## src/rtl/core/sxu_pkg.sv

```systemverilog
// sxu_pkg: shared types and constants of the subset execute unit
// used by sxu_ctrl, sxu_datapath and the top level; no dependencies
package sxu_pkg;

    // instruction class carried on the input side-band
    typedef enum logic [1:0] {
        CMD_DP  = 2'd0,
        CMD_MUL = 2'd1,
        CMD_LS  = 2'd2,
        CMD_BR  = 2'd3
    } cmd_t;

    // data processing opcodes
    localparam logic [3:0] OP_AND = 4'd0;
    localparam logic [3:0] OP_EOR = 4'd1;
    localparam logic [3:0] OP_SUB = 4'd2;
    localparam logic [3:0] OP_RSB = 4'd3;
    localparam logic [3:0] OP_ADD = 4'd4;
    localparam logic [3:0] OP_TST = 4'd8;
    localparam logic [3:0] OP_TEQ = 4'd9;
    localparam logic [3:0] OP_CMP = 4'd10;
    localparam logic [3:0] OP_ORR = 4'd12;
    localparam logic [3:0] OP_MOV = 4'd13;

    // shift kinds
    localparam logic [1:0] SH_LSL = 2'd0;
    localparam logic [1:0] SH_LSR = 2'd1;
    localparam logic [1:0] SH_ASR = 2'd2;
    localparam logic [1:0] SH_ROR = 2'd3;

    // register read slots
    localparam logic [1:0] RD_RM = 2'd0;
    localparam logic [1:0] RD_RS = 2'd1;
    localparam logic [1:0] RD_RN = 2'd2;
    localparam logic [1:0] RD_RD = 2'd3;

    localparam logic [3:0] PC_INDEX = 4'd15;

    // controller to datapath commands
    typedef struct packed {
        logic       clr_en;
        logic       latch_in;
        logic       rd_en;
        logic [1:0] rd_sel;
        logic       shift_en;
        logic       alu_en;
        logic       mrd_en;
        logic       mrd_hi;
        logic       cap_lo;
        logic       cap_hi;
        logic       mwr_en;
        logic       mwr_hi;
        logic       wb_main;
        logic       wb_load;
        logic       fin;
    } dp_cmd_t;

    // datapath to controller status
    typedef struct packed {
        logic clr_done;
        logic is_ls;
        logic is_load;
        logic fault;
    } dp_status_t;

endpackage

```

## src/rtl/core/sxu_ctrl.sv

```systemverilog
// sxu_ctrl: sequencing state machine of the subset execute unit
// depends on sxu_pkg; drives sxu_datapath through dp_cmd_t
module sxu_ctrl
(
    input  logic                 clk,
    input  logic                 rst_n,
    input  logic                 s_tvalid,
    output logic                 s_tready,
    output logic                 m_tvalid,
    input  logic                 m_tready,
    input  sxu_pkg::dp_status_t  status,
    output sxu_pkg::dp_cmd_t     cmd
);

    typedef enum logic [15:0] {
        S_CLEAR = 16'b0000_0000_0000_0001,
        S_IDLE  = 16'b0000_0000_0000_0010,
        S_RD0   = 16'b0000_0000_0000_0100,
        S_RD1   = 16'b0000_0000_0000_1000,
        S_RD2   = 16'b0000_0000_0001_0000,
        S_RD3   = 16'b0000_0000_0010_0000,
        S_SHIFT = 16'b0000_0000_0100_0000,
        S_ALU   = 16'b0000_0000_1000_0000,
        S_MRD0  = 16'b0000_0001_0000_0000,
        S_MRD1  = 16'b0000_0010_0000_0000,
        S_MRD2  = 16'b0000_0100_0000_0000,
        S_MWR0  = 16'b0000_1000_0000_0000,
        S_MWR1  = 16'b0001_0000_0000_0000,
        S_WB0   = 16'b0010_0000_0000_0000,
        S_WB1   = 16'b0100_0000_0000_0000,
        S_FIN   = 16'b1000_0000_0000_0000
    } state_t;

    state_t state_reg, state_next;
    logic   m_tvalid_reg, m_tvalid_next;
    logic   out_free;

    assign out_free = !m_tvalid_reg || m_tready;
    assign s_tready = (state_reg == S_IDLE);
    assign m_tvalid = m_tvalid_reg;

    // next state and command decode
    always_comb
    begin
        state_next    = state_reg;
        m_tvalid_next = m_tvalid_reg;
        cmd           = '0;
        if (m_tready)
        begin
            m_tvalid_next = 1'b0;
        end
        case (state_reg)
            S_CLEAR:
            begin
                cmd.clr_en = 1'b1;
                if (status.clr_done)
                begin
                    state_next = S_IDLE;
                end
            end
            S_IDLE:
            begin
                if (s_tvalid)
                begin
                    cmd.latch_in = 1'b1;
                    state_next   = S_RD0;
                end
            end
            S_RD0:
            begin
                cmd.rd_en  = 1'b1;
                cmd.rd_sel = sxu_pkg::RD_RM;
                state_next = S_RD1;
            end
            S_RD1:
            begin
                cmd.rd_en  = 1'b1;
                cmd.rd_sel = sxu_pkg::RD_RS;
                state_next = S_RD2;
            end
            S_RD2:
            begin
                cmd.rd_en  = 1'b1;
                cmd.rd_sel = sxu_pkg::RD_RN;
                state_next = S_RD3;
            end
            S_RD3:
            begin
                cmd.rd_en  = 1'b1;
                cmd.rd_sel = sxu_pkg::RD_RD;
                state_next = S_SHIFT;
            end
            S_SHIFT:
            begin
                cmd.shift_en = 1'b1;
                state_next   = S_ALU;
            end
            S_ALU:
            begin
                cmd.alu_en = 1'b1;
                state_next = status.is_ls ? S_MRD0 : S_WB0;
            end
            S_MRD0:
            begin
                cmd.mrd_en = 1'b1;
                state_next = status.fault ? S_WB0 : S_MRD1;
            end
            S_MRD1:
            begin
                cmd.mrd_en = 1'b1;
                cmd.mrd_hi = 1'b1;
                cmd.cap_lo = 1'b1;
                state_next = S_MRD2;
            end
            S_MRD2:
            begin
                cmd.cap_hi = 1'b1;
                state_next = status.is_load ? S_WB0 : S_MWR0;
            end
            S_MWR0:
            begin
                cmd.mwr_en = 1'b1;
                state_next = S_MWR1;
            end
            S_MWR1:
            begin
                cmd.mwr_en = 1'b1;
                cmd.mwr_hi = 1'b1;
                state_next = S_WB0;
            end
            S_WB0:
            begin
                cmd.wb_main = 1'b1;
                state_next  = S_WB1;
            end
            S_WB1:
            begin
                cmd.wb_load = 1'b1;
                state_next  = S_FIN;
            end
            S_FIN:
            begin
                if (out_free)
                begin
                    cmd.fin       = 1'b1;
                    m_tvalid_next = 1'b1;
                    state_next    = S_IDLE;
                end
            end
            default:
            begin
                state_next = S_CLEAR;
            end
        endcase
    end

    // state registers
    always_ff @(posedge clk or negedge rst_n)
    begin
        if (!rst_n)
        begin
            state_reg    <= S_CLEAR;
            m_tvalid_reg <= 1'b0;
        end
        else
        begin
            state_reg    <= state_next;
            m_tvalid_reg <= m_tvalid_next;
        end
    end

endmodule

```

## config.mk

```make
export PLATFORM = sky130hd
export DESIGN_NAME = sxu_ctrl
export DESIGN_NICKNAME = d
export VERILOG_FILES = /design/src/rtl/core/sxu_pkg.sv /design/src/rtl/core/sxu_ctrl.sv
export SDC_FILE = /design/constraint.sdc
export NUM_CORES = 1
export LEC_CHECK = 0
export BUFFER_PORTS_ARGS = -buffer_cell sky130_fd_sc_hd__clkbuf_2
export CAP_MARGIN = 20
export CORE_MARGIN = 2
export CORE_UTILIZATION = 45
export CTS_BUF_LIST = sky130_fd_sc_hd__clkbuf_4 sky130_fd_sc_hd__clkbuf_8
export CTS_CLUSTER_SIZE = 24
export DETAILED_ROUTE_END_ITERATION = 16
export PLACE_DENSITY_LB_ADDON = 0.25
export SETUP_SLACK_MARGIN = 0.05
export SYNTH_ARGS = -nofsm -noshare
export SYNTH_HDL_FRONTEND = slang
export SYNTH_SLANG_ARGS = --single-unit
```

## constraint.sdc

```tcl
create_clock -name clk -period 1.8 [get_ports clk]
set_input_delay 0.18 -clock clk [delete_from_list [all_inputs] [get_ports clk]]
set_output_delay 0.18 -clock clk [all_outputs]
set_load 0.05 [all_outputs]
```

Yosys cells after proc, flatten, opt, wreduce, memory -nomap -nowiden
Cells that the tools add are included.
{ "classes": {"mul": 0, "n_div": 0, "n_shift": 0, "addsub": 0, "order_cmp": 0, "n_reduce_logical": 5, "bitwise": 0, "n_mux": 25, "eq_ne": 19} }
{ "op_table": {"columns": ["cell", "count"], "rows": [
  ["16-bit one-hot mux with 16 select lines", 1],
  ["16-bit two-way mux", 3],
  ["14-bit two-way mux", 3],
  ["16-bit by 1-bit equality test with 1-bit output, second input constant", 1],
  ["16-bit by 10-bit equality test with 1-bit output, second input constant", 1],
  ["16-bit by 11-bit equality test with 1-bit output, second input constant", 1],
  ["16-bit by 12-bit equality test with 1-bit output, second input constant", 1],
  ["16-bit by 13-bit equality test with 1-bit output, second input constant", 1],
  ["16-bit by 14-bit equality test with 1-bit output, second input constant", 1],
  ["16-bit by 15-bit equality test with 1-bit output, second input constant", 1],
  ["16-bit equality test, second input constant", 1],
  ["16-bit by 2-bit equality test with 1-bit output, second input constant", 1],
  ["16-bit by 3-bit equality test with 1-bit output, second input constant", 1],
  ["16-bit by 4-bit equality test with 1-bit output, second input constant", 1],
  ["16-bit by 5-bit equality test with 1-bit output, second input constant", 1],
  ["16-bit by 6-bit equality test with 1-bit output, second input constant", 1],
  ["16-bit by 7-bit equality test with 1-bit output, second input constant", 1],
  ["16-bit by 8-bit equality test with 1-bit output, second input constant", 1],
  ["16-bit by 9-bit equality test with 1-bit output, second input constant", 1],
  ["1-bit two-way mux", 16],
  ["3-bit one-hot mux with 4 select lines", 1],
  ["2-bit inequality test, second input constant", 3],
  ["2-bit OR reduction", 2],
  ["3-bit AND reduction", 1],
  ["other kinds (3)", 3]
]} }
{ "word_totals": {"mem_bits_rw": 0, "output_inout_bits": 18, "regBits": 17, "latch_bits": 0, "rom_bits": 0, "n_memories": 0, "input_bits": 8} }

Logic depth before layout (Yosys ltp)
Gate-level depths: netlist of the first run.
{ "depth": {"depth_word": 4, "depth_mapped": 6, "ltp_nobuf": 5} }

Least setup slack after synthesis of the first run
OpenSTA, ideal clock, no wires.
{ "synth_timing": {"kind": "register to register", "startpoint": "reg state_reg[6]", "endpoint": "reg state_reg[13]", "stages_incl_launch_ff": 6, "path_buffers": 0, "arrival_ns": 2.896, "slack_ns": -1.164, "required_time_ns": 1.731, "path_cell_list": "dfrtp_1 -> nor4_4 -> nand2_2 -> nor4_1 -> o2bb2ai_1 -> a211o_1"} }
{ "synth_between": {"elab_chain_cells": 3, "word_cells_on_any_way": 21, "cone_classes": "eq/ne (19); mux (1); reduce/logical (1)"} }
{ "synth_lines": {"columns": ["item", "line_no", "rtl"], "rows": [
  ["start: declaration", "sxu_ctrl.sv:34", "state_t state_reg, state_next;"],
  ["start signal: assignment", "sxu_ctrl.sv:167", "state_reg <= state_next;"],
  ["16-bit equality test (tied with other cells)", "sxu_ctrl.sv:52", "case (state_reg)"],
  ["2-bit inequality test (no line)", null, null],
  ["3-bit AND reduction (no line)", null, null]
]} }
Several ways; a longest one is shown, not always the timed one.
A chain may end at the register's enable or synchronous reset.

==> results.py, run 1 <==
metrics = {
    "critical_path": {
        "worstSetupStartpoint": "state_reg[8]",
        "crit_path_end_kind": "output pin",
        "crit_path_start_kind": "flip-flop",
        "rrSetupSlack_ns": -0.15,
        "crit_path_max_fanout": 4,
        "reg2reg_to": "state_reg[1]",
        "worstReg2RegStart": "state_reg[8]",
        "critPathArrivalTime_ns": 2.04,
        "cp.required_ns": 1.62,
        "path_class": "flip-flop to output pin",
        "r2r_cells": 7,
    },
    "place": {
        "gp_congestion": 0.835,
        "dp_slack_ns": -0.139,
        "dpl-instance-area_sq_um": 1610,
        "place_inst": 199,
        "dp_hpwl_mm": 2.34,
        "portBuffers": 25,
    },
    "clocking": {
        "cts_tree": "yes",
        "clockBufferDepth": 2,
        "clockRootBuffer": "clkbuf_4",
        "clk_pin_slew_ns": 0.10,
        "htreeDepth": 1,
        "clkSinkCount": 17,
        "numCtsBuffers": 3,
        "clock_latency_ns": 0.31,
    },
    "global_routing": {
        "grt_usage": 0.280,
        "grt_pass1_wl_mm": 5.68,
        "grt_overflow": 0,
        "grt_max_degree": 18,
        "grt_pass1_vias": 1254,
        "antenna_found_initial": 0,
    },
    "yosys": {
        "yosysWarnings": 0,
        "syn_avg_cell_area_sq_um": 9.24,
        "ys_seq_area_frac": 0.385,
        "syn_inst": 120,
        "synthesis.nets": 128,
        "synth.distinct_cells": 39,
        "synth_area_sq_um": 1110,
        "synth_seq_cells": 17,
    },
    "layout": {
        "drive_gt1_frac": 0.617,
        "area_growth_pct": 80.1,
        "final_core_util": 0.877,
        "nets": 192,
        "largest_register_ffs": 16,
        "instances_no_fill": 211,
        "n_antenna_cell": 0,
        "fin_area_sq_um": 2000,
    },
    "routing": {
        "drt_wl_total_mm": 3.60,
        "vias": 1207,
        "postRouteAntennaNets": 0,
        "vias_per_cell": 5.72,
        "drc": 0,
        "drtPass1Iterations": 5,
        "wl_per_cell_um": 17.1,
        "drtIter0Drc": 11,
    },
    "floorplanning": {
        "io_pins": 26,
        "fp.coreArea_sq_um": 2280,
        "rows": 17,
        "die_h_um": 53.6,
        "die_area_sq_um": 2880,
        "fp.dieW_um": 53.6,
        "start_util": 0.487,
    },
    "sta": {
        "min_period_ns": 2.22,
        "setup_slack_ns": -0.417,
        "finalCritPeriodShare": 1.23,
        "clock_skew_ns": 0.00496,
        "relSlewSlack": 0.693,
        "drv_slew": 0,
        "rsz0062_at_grt": "true",
        "hold_slack_ns": 0.0371,
        "fin_setup_tns_ns": -5.25,
        "finalSetupViolations": 21,
        "timing.fmax_mhz": 451,
        "hold_violations": 0,
        "worstMarginPinSlew_ns": 0.461,
    },
    "power": {
        "intPower_mw": 1.02,
        "p_leak_nw": 0.899,
        "clockPowerShare": 0.135,
        "ir_drop_v": 0.00110,
        "p_per_area_nw_per_um2": 881,
        "switching_share": 0.418,
        "fin_total_pwr_mw": 1.76,
        "p_sw_uw": 736,
        "seqPwrFrac": 0.261,
        "share_comb_of_total_power": 0.604,
    },
    "min_path": {
        "hold_depth": 2,
        "holdPathEnd": "state_reg[9]",
        "hp-start": "status[0]",
        "hp-class": "input pin to flip-flop",
    },
    "status": {
        "violations": "setup timing",
        "outcome": "complete, but fails checks",
    },
    "flow_run": {
        "maxCapViolCount": 0,
    },
}
## kinds of logic (layout without fill, tap and decap cells)
group,Yosys count,in the layout,synth area share
xor gates and xnor gates,4,4,0.0316
buffers and inverters,7,70,0.0418
and+or+nand+nor,77,77,0.442
DFF,17,17,0.385
AOI/OAI and AO/OA,15,15,0.0993
## worst max-delay path, stage by stage (launching register included)
cell,delay (ns)
dfrtp_1,0.46
nor4_4,0.32
and2_4,0.23
nand2_2,0.07
or3_4,0.34
a21oi_4,0.15
buf_12,0.15
## how the worst max path moves through the flow
stage | to | slack, ns | cells past startpoint
3_5_place_dp | cmd[14] | -0.14 | 6
3_3_place_gp | cmd[14] | -0.1 | 6
4_1_cts | cmd[8] | -0.36 | 5
2_1_floorplan | cmd[7] | -0.37 | 5
6_report | cmd[11] | -0.42 | 6
5_1_grt | cmd[11] | -0.47 | 6
## power groups by stage
stage | clock network, mW | logic (mW) | registers [mW]
floorplan | 0 | 0.519 | 0.471
global placement | 0 | 0.808 | 0.463
detailed placement | 0 | 0.828 | 0.466
CTS | 0.229 | 0.992 | 0.458
global route | 0.258 | 1.13 | 0.460
finish | 0.237 | 1.06 | 0.459
## synthesized netlist by cell type, drive strengths merged
cell | number | share of area
a211o | 1 | 0.0079
a211oi | 1 | 0.0068
a21oi | 2 | 0.0090
a41o | 1 | 0.0090
and2 | 4 | 0.023
and3 | 1 | 0.0056
buf | 5 | 0.035
dfrtp | 16 | 0.36
dfstp | 1 | 0.024
inv | 2 | 0.0068
nand2 | 9 | 0.033
nand2b | 5 | 0.028
nand3 | 2 | 0.0090
nand3b | 3 | 0.020
nand4 | 3 | 0.023
nand4b | 4 | 0.032
nor2 | 19 | 0.071
nor2b | 5 | 0.035
nor3 | 5 | 0.023
nor3b | 2 | 0.014
nor4 | 9 | 0.076
nor4b | 2 | 0.016
o21ai | 5 | 0.023
o22ai | 1 | 0.0056
o2bb2ai | 1 | 0.0079
o32ai | 3 | 0.030
or3 | 1 | 0.0056
or4 | 3 | 0.030
xnor2 | 1 | 0.0079
xor2 | 3 | 0.024
## repair_timing
item	in CTS	in global routing
setup buffers	6	3
hold endpoints to repair	16	0
hold buffers	1	0
pin swaps	7	7
resized for setup	51	16
setup endpoints to repair	21	24
## cells in the final DEF, fill, tap and decap left out, types with 2 or more instances in the layout
| cell | count |
|---|---|
| nand4b_1 | 4 |
| dfrtp_1 | 14 |
| nor4_1 | 3 |
| nor2_2 | 4 |
| o21ai_0 | 5 |
| nor2_4 | 7 |
| clkbuf_16 | 3 |
| nand4_1 | 2 |
| nor2b_4 | 3 |
| clkbuf_2 | 8 |
| nand2b_1 | 5 |
| nand2_1 | 5 |
| clkbuf_4 | 4 |
| nor3_1 | 3 |
| or4_4 | 3 |
| nand3b_1 | 3 |
| xor2_1 | 3 |
| nor4_4 | 6 |
| dfrtp_2 | 2 |
| nor4b_1 | 2 |
| clkbuf_8 | 8 |
| buf_8 | 2 |
| nand2_2 | 4 |
| nor3b_1 | 2 |
| and2_4 | 3 |
| nor2_1 | 8 |
| a21oi_4 | 2 |
| buf_4 | 33 |
| o32ai_2 | 2 |
| buf_6 | 8 |
## layout make-up
cell class                 instances  area [sq um]
clock buffer                       4          30.0
fill                             103           279
inverter                           2          10.0
multi-input combinational         96           870
sequential                        17           429
tap                               28          35.0
timing repair buffer              64           623
## routing by layer
metal	global-route usage	part of all wire	vias to the layer above
met2	0.490	0.51	33
li1	-	-	572
met3	0.0722	0.034	14
met1	0.316	0.42	588
met5	0	0	-
met4	0.132	0.035	0
No activity file was read; power rests on OpenSTA's default activity.
==> inputs of run 2 (changes only) <==
--- a/config.mk
+++ b/config.mk
@@ -7,11 +7,15 @@
 export LEC_CHECK = 0
 export BUFFER_PORTS_ARGS = -buffer_cell sky130_fd_sc_hd__clkbuf_2
 export CAP_MARGIN = 20
+export CELL_PAD_IN_SITES_DETAIL_PLACEMENT = 0
+export CELL_PAD_IN_SITES_GLOBAL_PLACEMENT = 2
+export CORE_ASPECT_RATIO = 0.5
 export CORE_MARGIN = 2
-export CORE_UTILIZATION = 45
+export CORE_UTILIZATION = 30
 export CTS_BUF_LIST = sky130_fd_sc_hd__clkbuf_4 sky130_fd_sc_hd__clkbuf_8
 export CTS_CLUSTER_SIZE = 24
 export DETAILED_ROUTE_END_ITERATION = 16
+export GPL_ROUTABILITY_DRIVEN = 1
 export PLACE_DENSITY_LB_ADDON = 0.25
 export SETUP_SLACK_MARGIN = 0.05
 export SYNTH_ARGS = -nofsm -noshare
==> run 2 against run 1 <==
Net effect: global-route usage fell by 10 points; combinational power about the same; final cell count increased by 15%; non-clock buffer count grew 9; clock skew rose by 0.0012 ns; critical endpoint unchanged; wire length decreased by 4.0%; the run still ends with setup timing left; fmax up 4.6%; core utilization decreased by 26 points.
==> results.py, run 2 (same netlist as run 1, synthesis figures left out) <==
metrics = {
    "power": {
        "p_per_area_nw_per_um2": 848,
        "ir_drop_v": 0.000437,
        "p_leak_nw": 0.956,
        "clockPowerShare": 0.169,
        "p_sw_uw": 746,
        "switching_share": 0.405,
        "fin_total_pwr_mw": 1.84,
        "intPower_mw": 1.10,
        "share_comb_of_total_power": 0.584,
        "seqPwrFrac": 0.247,
    },
    "place": {
        "portBuffers": 25,
        "dpl-instance-area_sq_um": 1710,
        "dp_slack_ns": -0.165,
        "place_inst": 223,
        "dp_hpwl_mm": 2.36,
        "gp_congestion": 0.738,
    },
    "critical_path": {
        "crit_path_end_kind": "output pin",
        "critPathArrivalTime_ns": 1.94,
        "crit_path_start_kind": "flip-flop",
        "path_class": "flip-flop to output pin",
        "cp.required_ns": 1.62,
        "crit_path_max_fanout": 4,
    },
    "global_routing": {
        "grt_pass1_vias": 1188,
        "antenna_found_initial": 0,
        "grt_max_degree": 18,
        "grt_pass1_wl_mm": 5.63,
        "grt_usage": 0.175,
        "grt_overflow": 0,
    },
    "routing": {
        "drt_wl_total_mm": 3.46,
        "wl_per_cell_um": 14.2,
        "dr.max_layer_used": "met3",
        "dr_wl_met3_um": 93,
        "wl_met2_mm": 1.75,
        "postRouteAntennaNets": 0,
        "drtPass1Iterations": 4,
        "drc": 0,
        "wl_met1_mm": 1.61,
        "vias": 1180,
        "drtIter0Drc": 14,
        "vias_per_cell": 4.86,
    },
    "clocking": {
        "clock_latency_ns": 0.26,
        "numCtsBuffers": 3,
        "clkSinkCount": 17,
        "clockRootBuffer": "clkbuf_8",
        "cts_tree": "yes",
        "clk_pin_slew_ns": 0.07,
        "htreeDepth": 1,
        "clockBufferDepth": 2,
    },
    "sta": {
        "fin_setup_tns_ns": -3.20,
        "finalCritPeriodShare": 1.18,
        "timing.fmax_mhz": 472,
        "drv_slew": 0,
        "worstMarginPinSlew_ns": 0.454,
        "clock_skew_ns": 0.00617,
        "finalSetupViolations": 18,
        "min_period_ns": 2.12,
        "setup_slack_ns": -0.319,
        "relSlewSlack": 0.697,
        "rsz0062_at_grt": "true",
        "hold_slack_ns": 0.106,
        "hold_violations": 0,
    },
    "layout": {
        "fin_area_sq_um": 2170,
        "layout_commonest_cell": "buf_4",
        "fillers": 291,
        "final_core_util": 0.622,
        "area_growth_pct": 95.8,
        "layout_common_cells": "buf_4, dfrtp_1, buf_8",
        "n_antenna_cell": 0,
        "drive_gt1_frac": 0.651,
        "instances_no_fill": 243,
        "largest_register_ffs": 16,
        "nets": 201,
    },
    "min_path": {
        "hp-class": "input pin to flip-flop",
    },
    "floorplanning": {
        "io_pins": 26,
        "die_h_um": 47.0,
        "rows": 15,
        "die_area_sq_um": 4230,
        "fp.dieW_um": 90.0,
        "fp.coreArea_sq_um": 3490,
        "start_util": 0.318,
    },
    "flow_run": {
        "maxCapViolCount": 0,
    },
    "status": {
        "violations": "setup timing",
        "outcome": "complete, but fails checks",
    },
}
-- run 2: cell types whose count changed in the layout (fill, tap and decap cells not counted), sizes merged --
cell / previous run / this run
clkbuf: 23 / 13
buf: 44 / 63
-- run 2: worst max-delay path, stage by stage, from the launching register on --
cell     delay [ns]
dfrtp_2        0.44
nor4_4         0.31
and2_4         0.23
nand2_2        0.06
or3_4          0.34
a21oi_4        0.15
buf_12         0.15
-- run 2: cell type report --
class	instances	area, sq um	share of cell area
inverters	2	10.0	0.00461
well taps	51	63.8	0.0294
clock buffers	4	48.8	0.0225
multi-input cells	96	908	0.418
repair buffers	73	708	0.326
flip-flops and latches	17	432	0.199
-- run 2: worst paths after layout --
check,startpoint,to,slack [ns],cells after the start
worst max register to register,state_reg[10],state_reg[1],-0.03,5
worst max-delay path,state_reg[10],cmd[11],-0.32,6
worst min-delay path,status[0],state_reg[9],0.11,2
min in group asynchronous,rst_n,state_reg[8],0.40,2
max in group asynchronous,rst_n,state_reg[0],1.07,2
worst min register to register,m_tvalid,m_tvalid,0.59,2
-- run 2: per-layer routing --
metal  track usage  vias up
met2         0.329       17
met1         0.218      581
met5             0        -
met4        0.0277        0
li1              -      582
met3        0.0465        0
-- run 2: what timing repair did --
item	CTS	global route
setup endpoints to repair	20	21
pin swaps	13	10
hold buffers	1	0
buffers inserted	7	9
hold endpoints to repair	16	0
gates resized for setup	51	20
-- run 2: power groups by stage --
stage | Sequential, mW | Clock (mW) | Combinational (mW)
CTS | 0.454 | 0.315 | 0.976
finish | 0.454 | 0.311 | 1.08
detailed placement | 0.459 | 0 | 0.798
floorplan | 0.471 | 0 | 0.519
global placement | 0.460 | 0 | 0.795
global route | 0.457 | 0.333 | 1.15
